--- config.mk ---
export PLATFORM = sky130hd
export DESIGN_NAME = box_iou_ratio_top
export DESIGN_NICKNAME = d
export VERILOG_FILES = /design/src/rtl/biou_pkg.sv /design/src/rtl/biou_divpipe.sv /design/src/rtl/box_iou_ratio_top.sv
export SDC_FILE = /design/constraint.sdc
export NUM_CORES = 2
export LEC_CHECK = 0
export BUFFER_PORTS_ARGS = -buffer_cell sky130_fd_sc_hd__buf_2
export CAP_MARGIN = 20
export CORE_ASPECT_RATIO = 0.5
export CORE_MARGIN = 2
export CORE_UTILIZATION = 54
export DETAILED_ROUTE_END_ITERATION = 16
export GPL_TIMING_DRIVEN = 0
export HOLD_SLACK_MARGIN = 0.06
export PLACE_DENSITY = 0.75
export SKIP_CTS_REPAIR_TIMING = 1
export SLEW_MARGIN = 20
export SYNTH_ARGS = -nofsm -noshare
export SYNTH_HDL_FRONTEND = slang
export SYNTH_SLANG_ARGS = --single-unit
--- constraint.sdc ---
create_clock -name i_clk -period 71.2 [get_ports i_clk]
set_input_delay 21.36 -clock i_clk [delete_from_list [all_inputs] [get_ports i_clk]]
set_output_delay 21.36 -clock i_clk [all_outputs]
set_load 0.01 [all_outputs]
--- src/rtl/biou_pkg.sv ---
// Package with shared types and constants for the box overlap ratio block.
package biou_pkg;
    localparam int COORD_BITS = 16;
    localparam int FRAC_BITS  = 16;
    localparam int RATIO_BITS = FRAC_BITS + 1;
    localparam int EDGE_BITS  = COORD_BITS + 1;
    localparam int AREA_BITS  = 2 * COORD_BITS;
    localparam int DEN_BITS   = AREA_BITS + 1;
    localparam int QUO_BITS   = FRAC_BITS + 1;

    localparam logic [1:0] CMD_AREA = 2'd0;
    localparam logic [1:0] CMD_HORZ = 2'd1;
    localparam logic [1:0] CMD_VERT = 2'd2;

    typedef struct packed {
        logic [1:0]            cmd;
        logic [COORD_BITS-1:0] a_x_offset;
        logic [COORD_BITS-1:0] a_y_offset;
        logic [COORD_BITS-1:0] a_width;
        logic [COORD_BITS-1:0] a_height;
        logic [COORD_BITS-1:0] b_x_offset;
        logic [COORD_BITS-1:0] b_y_offset;
        logic [COORD_BITS-1:0] b_width;
        logic [COORD_BITS-1:0] b_height;
    } t_in;

    typedef struct packed {
        logic [RATIO_BITS-1:0] ratio;
        logic                  overlapping;
    } t_out;

    // Restoring divider lane, travels with each item down the divide pipe.
    typedef struct packed {
        logic                  vld;
        logic                  hit;
        logic                  go;
        logic [DEN_BITS-1:0]   rem;
        logic [DEN_BITS-1:0]   den;
        logic [QUO_BITS-1:0]   quo;
    } t_div;
endpackage

--- src/rtl/biou_divpipe.sv ---
// Pipelined restoring fraction divider, one quotient bit per stage.
module biou_divpipe (
    input  logic            i_clk,
    input  logic            i_rst_n,
    input  logic            i_adv,
    input  biou_pkg::t_div  i_lane,
    output biou_pkg::t_div  o_lane
);
    import biou_pkg::*;

    localparam int NSTG = QUO_BITS;

    t_div r_stg [NSTG];
    t_div n_stg [NSTG];

    function automatic t_div div_step(input t_div l, input logic first);
        t_div o;
        logic [DEN_BITS:0] sh;
        o = l;
        sh = first ? {1'b0, l.rem} : {l.rem, 1'b0};
        if (sh >= {1'b0, l.den}) begin
            sh = sh - {1'b0, l.den};
            o.quo = {l.quo[QUO_BITS-2:0], 1'b1};
        end else begin
            o.quo = {l.quo[QUO_BITS-2:0], 1'b0};
        end
        o.rem = sh[DEN_BITS-1:0];
        return o;
    endfunction

    always_comb begin
        n_stg[0] = div_step(i_lane, 1'b1);
        for (int i = 1; i < NSTG; i++) begin
            n_stg[i] = div_step(r_stg[i-1], 1'b0);
        end
    end

    always_ff @(posedge i_clk) begin
        for (int i = 0; i < NSTG; i++) begin
            if (!i_rst_n) begin
                r_stg[i].vld <= 1'b0;
            end else if (i_adv) begin
                r_stg[i] <= n_stg[i];
            end
        end
    end

    assign o_lane = r_stg[NSTG-1];
endmodule

--- src/rtl/box_iou_ratio_top.sv ---
// Top level of the box overlap ratio block.
// This block takes one pair of rectangles per cycle while not stalled and returns
// their overlap ratio (area, horizontal or vertical intersection over union) as an
// unsigned Q1.16 fraction, one result per item, in order. The pipeline is 3 front
// stages (edges and overlap lengths, products, denominator) plus 17 divider
// stages (one quotient bit each) and an output register, 21 registers in all.
// The whole pipe advances when the output register is empty or being taken, so
// a stall holds every item in place and full throughput of one item per cycle is
// kept whenever the sink takes.
module box_iou_ratio_top (
    input  logic            i_clk,
    input  logic            i_rst_n,
    input  logic            i_valid,
    output logic            o_stall,
    input  biou_pkg::t_in   i_data,
    output logic            o_valid,
    input  logic            i_stall,
    output biou_pkg::t_out  o_data
);
    import biou_pkg::*;

    logic adv;
    assign adv     = !(o_valid && i_stall);
    assign o_stall = !adv;

    // Stage 1: edges and overlap lengths.
    logic                  r1_vld, r1_hit;
    logic [1:0]            r1_cmd;
    logic [COORD_BITS-1:0] r1_ox, r1_oy, r1_aw, r1_ah, r1_bw, r1_bh;
    logic [EDGE_BITS-1:0]  lo_x, lo_y, hi_x, hi_y, ae_x, be_x, ae_y, be_y;

    always_comb begin
        ae_x = {1'b0, i_data.a_x_offset} + {1'b0, i_data.a_width};
        be_x = {1'b0, i_data.b_x_offset} + {1'b0, i_data.b_width};
        ae_y = {1'b0, i_data.a_y_offset} + {1'b0, i_data.a_height};
        be_y = {1'b0, i_data.b_y_offset} + {1'b0, i_data.b_height};
        lo_x = (i_data.a_x_offset > i_data.b_x_offset) ? {1'b0, i_data.a_x_offset}
                                                       : {1'b0, i_data.b_x_offset};
        lo_y = (i_data.a_y_offset > i_data.b_y_offset) ? {1'b0, i_data.a_y_offset}
                                                       : {1'b0, i_data.b_y_offset};
        hi_x = (ae_x < be_x) ? ae_x : be_x;
        hi_y = (ae_y < be_y) ? ae_y : be_y;
    end

    always_ff @(posedge i_clk) begin
        if (!i_rst_n) begin
            r1_vld <= 1'b0;
        end else if (adv) begin
            r1_vld <= i_valid;
        end
        if (adv) begin
            logic [EDGE_BITS-1:0] dx, dy;
            dx = hi_x - lo_x;
            dy = hi_y - lo_y;
            r1_hit <= (hi_x >= lo_x) && (hi_y >= lo_y);
            r1_cmd <= i_data.cmd;
            // Overlap never exceeds either width, so it fits the coordinate width.
            r1_ox  <= dx[COORD_BITS-1:0];
            r1_oy  <= dy[COORD_BITS-1:0];
            r1_aw  <= i_data.a_width;
            r1_ah  <= i_data.a_height;
            r1_bw  <= i_data.b_width;
            r1_bh  <= i_data.b_height;
        end
    end

    // Stage 2: select operands and, for the area command, form the three products.
    logic                 r2_vld, r2_hit, r2_ok;
    logic [AREA_BITS-1:0] r2_int, r2_s1, r2_s2;

    always_ff @(posedge i_clk) begin
        if (!i_rst_n) begin
            r2_vld <= 1'b0;
        end else if (adv) begin
            r2_vld <= r1_vld;
        end
        if (adv) begin
            r2_hit <= r1_hit;
            r2_ok  <= 1'b1;
            case (r1_cmd)
                CMD_AREA: begin
                    r2_int <= AREA_BITS'(r1_ox) * AREA_BITS'(r1_oy);
                    r2_s1  <= AREA_BITS'(r1_aw) * AREA_BITS'(r1_ah);
                    r2_s2  <= AREA_BITS'(r1_bw) * AREA_BITS'(r1_bh);
                end
                CMD_HORZ: begin
                    r2_int <= AREA_BITS'(r1_ox);
                    r2_s1  <= AREA_BITS'(r1_aw);
                    r2_s2  <= AREA_BITS'(r1_bw);
                end
                CMD_VERT: begin
                    r2_int <= AREA_BITS'(r1_oy);
                    r2_s1  <= AREA_BITS'(r1_ah);
                    r2_s2  <= AREA_BITS'(r1_bh);
                end
                default: begin
                    r2_int <= '0;
                    r2_s1  <= '0;
                    r2_s2  <= '0;
                    r2_ok  <= 1'b0;
                end
            endcase
        end
    end

    // Stage 3: union denominator and the divide-or-zero decision.
    t_div                lane_in, lane_out;
    logic [DEN_BITS:0]   den_w;

    always_comb begin
        den_w = {2'b0, r2_s1} + {2'b0, r2_s2} - {2'b0, r2_int};
    end

    always_ff @(posedge i_clk) begin
        if (!i_rst_n) begin
            lane_in.vld <= 1'b0;
        end else if (adv) begin
            lane_in.vld <= r2_vld;
        end
        if (adv) begin
            lane_in.hit <= r2_hit;
            // Zero union, unused selector or a miss all give a zero ratio.
            lane_in.go  <= r2_hit && r2_ok && (den_w != '0);
            lane_in.rem <= {1'b0, r2_int};
            lane_in.den <= den_w[DEN_BITS-1:0];
            lane_in.quo <= '0;
        end
    end

    biou_divpipe u_div (
        .i_clk   (i_clk),
        .i_rst_n (i_rst_n),
        .i_adv   (adv),
        .i_lane  (lane_in),
        .o_lane  (lane_out)
    );

    always_ff @(posedge i_clk) begin
        if (!i_rst_n) begin
            o_valid <= 1'b0;
        end else if (adv) begin
            o_valid <= lane_out.vld;
        end
        if (adv) begin
            o_data.ratio       <= lane_out.go ? lane_out.quo : '0;
            o_data.overlapping <= lane_out.hit;
        end
    end
endmodule
# After elaboration in Yosys (flattened, before gate mapping)
# Memory sizes are Yosys's and may differ from the RTL's.
# Cells that the tools add are included.
[word_totals] register_bits=286 ramBits=1462 input_bits=134 out_inout_bits=20 n_memories=1
[mem_list] memory="u_div.r_stg" words=17 width=86 read_ports=17 rd_ports_with_merged_regs=0 write_ports=17 line="biou_divpipe.sv:13" source="t_div r_stg [NSTG];"
[classes] n_addsub=25 n_mul=3 magnitude_cmp=23 n_eq_ne=2 n_mux=63 bitwise=17 reduce_logical=7
[ops] cell="33-bit 2-to-1 mux" count=17
[ops] cell="34-bit by 33-bit >= comparator with 1-bit output" count=16
[ops] cell="33-bit subtractor" count=16
[ops] cell="32-bit case mux with 3 select lines" count=3
[ops] cell="16-bit by 16-bit multiplier with 32-bit output" count=3
[ops] cell="16-bit by 16-bit adder with 17-bit output" count=4
[ops] cell="1-bit 2-to-1 mux" count=39
[ops] cell="17-bit by 16-bit >= comparator with 1-bit output" count=2
[ops] cell="17-bit less-than comparator" count=2
[ops] cell="17-bit 2-to-1 mux" count=2
[ops] cell="34-bit nonzero test" count=1
[ops] cell="33-bit by 32-bit subtractor with 34-bit output" count=1
[ops] cell="32-bit by 32-bit adder with 33-bit output" count=1
[ops] cell="32-bit by 33-bit >= comparator with 1-bit output" count=1
[ops] cell="32-bit by 33-bit subtractor with 33-bit output" count=1
[ops] cell="16-bit > comparator" count=2
[ops] cell="16-bit 2-to-1 mux" count=2
[ops] cell="16-bit subtractor" count=2
[ops] cell="1-bit bitwise OR" count=17
[ops] cell="1-bit logical AND" count=4
[ops] cell="3-bit OR reduction" count=1
[ops] cell="2-bit by 1-bit == test with 1-bit output (second input constant)" count=1
[ops] cell="2-bit == test (second input constant)" count=1
[ops] cell="2-bit logical NOT" count=1

# Logic depth before layout (Yosys ltp)
[logic_depth] ltp_word=5 ltp_mapped=34 mapped_depth_nobuf=33

# By module
# From an unflattened synthesis, not the netlist that was laid out.
[unflattened] cells_unflattened=11518 area_unflattened_um2=119971.3
[modules_own_cells] mod="biou_divpipe" n_inst=1 cells_per_inst=6881 area_each_um2=76115.5
[modules_own_cells] mod="box_iou_ratio_top" n_inst=1 cells_per_inst=4637 area_each_um2=43855.8

# Worst setup path after synthesis
# No wires, ideal clock.
[synth_timing] kind="input to register" startpoint="input i_stall" endpoint="memory u_div.r_stg[0][0] (netlist bit), enable pin" setup_ns=1.770 arrival_time_ns=57.403 setup_slack_ns=12.027 stages=3 n_path_buf=1 cell_sequence="nand2_1 -> clkbuf_1 -> and2_1"
[synth_lines] element="start: declaration" line="box_iou_ratio_top.sv:17" source="input logic i_stall,"
[synth_lines] element="end: declaration" line="biou_divpipe.sv:13"

# Worst setup path after layout
[layout_timing] startpoint="input i_stall" endpoint="output o_stall"
[layout_via] elab_chain_len=1
[layout_lines] element="1-bit logical AND" line="box_iou_ratio_top.sv:23" source="assign adv = !(o_valid && i_stall);"
[layout_lines] element="end: declaration" line="box_iou_ratio_top.sv:14" source="output logic o_stall,"
# No other way between the ends.

==> impl_metrics.json <==
{
  "required_ns": 49.84,
  "grt_max_degree": 65,
  "die_width_um": 658.2,
  "drtAntennaViolNets": 0,
  "fillCellCount": 17490,
  "crit_type": "in -> out",
  "die_h_um": 331.1,
  "ios": 154,
  "crit_path_end_kind": "output port",
  "core_region_area_mm2": 0.2116,
  "cts.sinks": 1546,
  "synth_top_area_cell": "edfxtp_1",
  "nets": 13230,
  "synth_top_cell_area_share_pct": 40.05,
  "clock_path_buffers": 4,
  "cts_root_buf": "clkbuf_16",
  "period_share_pct": 60.76,
  "drive_gt1_share_pct": 6.116,
  "hold_class": "reg -> reg",
  "start_util_pct": 54.61,
  "synth_compound_area_share_pct": 12.63,
  "grtUsageTotal_pct": 25.46,
  "setup_viol": 0,
  "synth_cell_type_count": 95,
  "drt_iter0_drc": 4829,
  "die_area_mm2": 0.2179,
  "fmax_mhz": 23.12,
  "use_met2_pct": 44.93,
  "muxShareOfSynthArea_pct": 2.521,
  "globalRoute.totalOverflow": 0,
  "grt_pass1_wl_um": 435500,
  "rr_startpoint": "r1_ox[13]",
  "ys_ff_latch": 1546,
  "ys.flop_type": "edfxtp_1",
  "synthTopCellsByArea": "edfxtp_1, ha_1, fa_1, inv_1, nand2_1",
  "rows": 119,
  "numCtsBuffers": 154,
  "syn_nets": 12890,
  "synthAdderAreaFrac_pct": 22.54,
  "met3_usage_pct": 4.013,
  "routed_wl_um": 276400,
  "final_util_pct": 59.21,
  "syn_area_mm2": 0.1155,
  "crit_start": "i_stall",
  "route.detailed.drc": 0,
  "cts.clk_slew.worst_paths_ns": 0.06,
  "rsz0062_at_grt": "false",
  "drt_first_pass_iters": 7,
  "hpwl_um": 220800,
  "hold_viol": 0,
  "yosysMostFrequentCell": "inv_1",
  "skew_ns": 0.07896,
  "cts_tree": "done",
  "finalCriticalPeriod_ns": 43.26,
  "antenna_found_initial": 3,
  "grt_pass1_vias": 81210,
  "synth_edf_count": 1541,
  "outcome": "complete, no violations",
  "htree_levels": 4,
  "routedWlPerCell_um": 19.28,
  "synth-xor-area-share_pct": 4.586,
  "top_usage_layer": "met2",
  "slew_headroom_pct": 24.10,
  "yosysWarningCount": 0,
  "yosys.area_share.simple_pct": 11.38,
  "via_per_inst": 5.605,
  "synth_common_cells": "inv_1, edfxtp_1, ha_1",
  "synth_top_family_by_area": "adder cells",
  "tightestPinTransition_ns": 1.128,
  "hold_start": "u_div.r_stg[4][84]",
  "path_max_fanout": 7,
  "avgSynthCellArea_um2": 10.45,
  "ys_seq_area_share_pct": 40.14,
  "maxCapViolCount": 0,
  "gp_congestion": 0.9852,
  "clock_latency_ns": 0.83,
  "crit_path_start_kind": "primary input",
  "synthArstFlopShare_pct": 0,
  "syn_to_final_growth_pct": 8.419,
  "use_met1_pct": 30.18,
  "cp.arrival_ns": 21.90,
  "num_vias": 80380,
  "io_buffers": 153,
  "slew_viol_final": 0,
  "synthCells": 11060
}
worst max-delay path, stage by stage:
cell and delay, ns:
buf_2 0.07, nand2_1 0.10, inv_1 0.20, buf_2 0.17
metrics by stage:
stage	cells	hold slack (ns)	TNS [ns]	setup WS, ns	area (um2)
2_1_floorplan	11060	0.4003	0	12.03	115500
3_3_place_gp	14050	0.4002	-69.18	-0.2439	119900
3_5_place_dp	14080	0.4045	0	27.94	120600
4_1_cts	14340	0.3608	0	27.94	125300
5_1_grt	14340	0.3790	0	27.88	125300
6_report	14340	0.3645	0	27.94	125300
placed cells by master (no fill, tap or decap), drive strengths merged, types with 19 or more instances in the layout:
master  count
inv      1630
edfxtp   1541
ha       1064
nand2     969
a21oi     707
fa        636
o21ai     547
nor2      529
clkbuf    411
and2      398
xnor2     367
a21o      360
xor2      238
buf       216
mux2      192
nor3      150
nand3     126
nand2b    110
nor2b      98
o21bai     97
o21a       92
nand4      84
and3       81
mux2i      75
o31ai      63
clkinv     62
a211oi     55
or3        54
a31oi      50
a21boi     43
or2        37
nor4       27
o211ai     24
a41oi      22
a221oi     21
a31o       19
registers in the layout (all words and copies together), names as in the netlist:
signal / flops
lane_in: 68
r1_cmd: 2
r1_bh: 16
r1_oy: 16
r2_s2: 32
r2_ok: 1
r1_bw: 16
r1_ah: 16
r2_vld: 1
r2_hit: 1
r1_hit: 1
r2_s1: 32
r1_aw: 16
r1_ox: 16
o_valid: 1
r1_vld: 1
o_data: 18
r2_int: 32
u_div.r_stg: 1260
final timing paths:
kind / slack, ns / depth (start not counted) / end
worst max-delay path: 27.94 / 4 / o_stall
worst min-delay path: 0.36 / 0 / u_div.r_stg[5][84]
worst max register to register: 62.43 / 23 / r2_int[31]
worst min register to register: 0.36 / 0 / u_div.r_stg[5][84]
cells by family (layout without fill, tap and decap cells):
logic type	after synthesis	in the layout
buffers and inverters	1898	2335
muxes	267	267
and+or+nand+nor	2732	2732
xor gates and xnor gates	605	605
other	0	2
adders and majority gates	1700	1700
AOI/OAI and AO/OA	2310	2310
DFF	1546	1546
cell type report:
type / instances / area (um2) / share of cell area (%)
clock inverters: 83 / 660.6 / 0.5274
clock buffers: 173 / 3968 / 3.167
diodes: 2 / 5.005 / 0.003995
inverters: 1625 / 6100 / 4.869
repair buffers: 181 / 1506 / 1.203
flip-flops and latches: 1546 / 46370 / 37.02
multi-input cells: 7614 / 62020 / 49.51
well taps: 2843 / 3557 / 2.840
plain buffers: 273 / 1077 / 0.8600
routing by layer:
metal,up-vias,part of all wire [%]
met5,-,0.0065
met3,699,5.5
met4,2,6.0
li1,39020,-
met1,38380,40
met2,2282,48
Power is left out: the tool's default activity adds up to more than one toggle a clock period on the data nets, which glitch-free logic cannot reach.
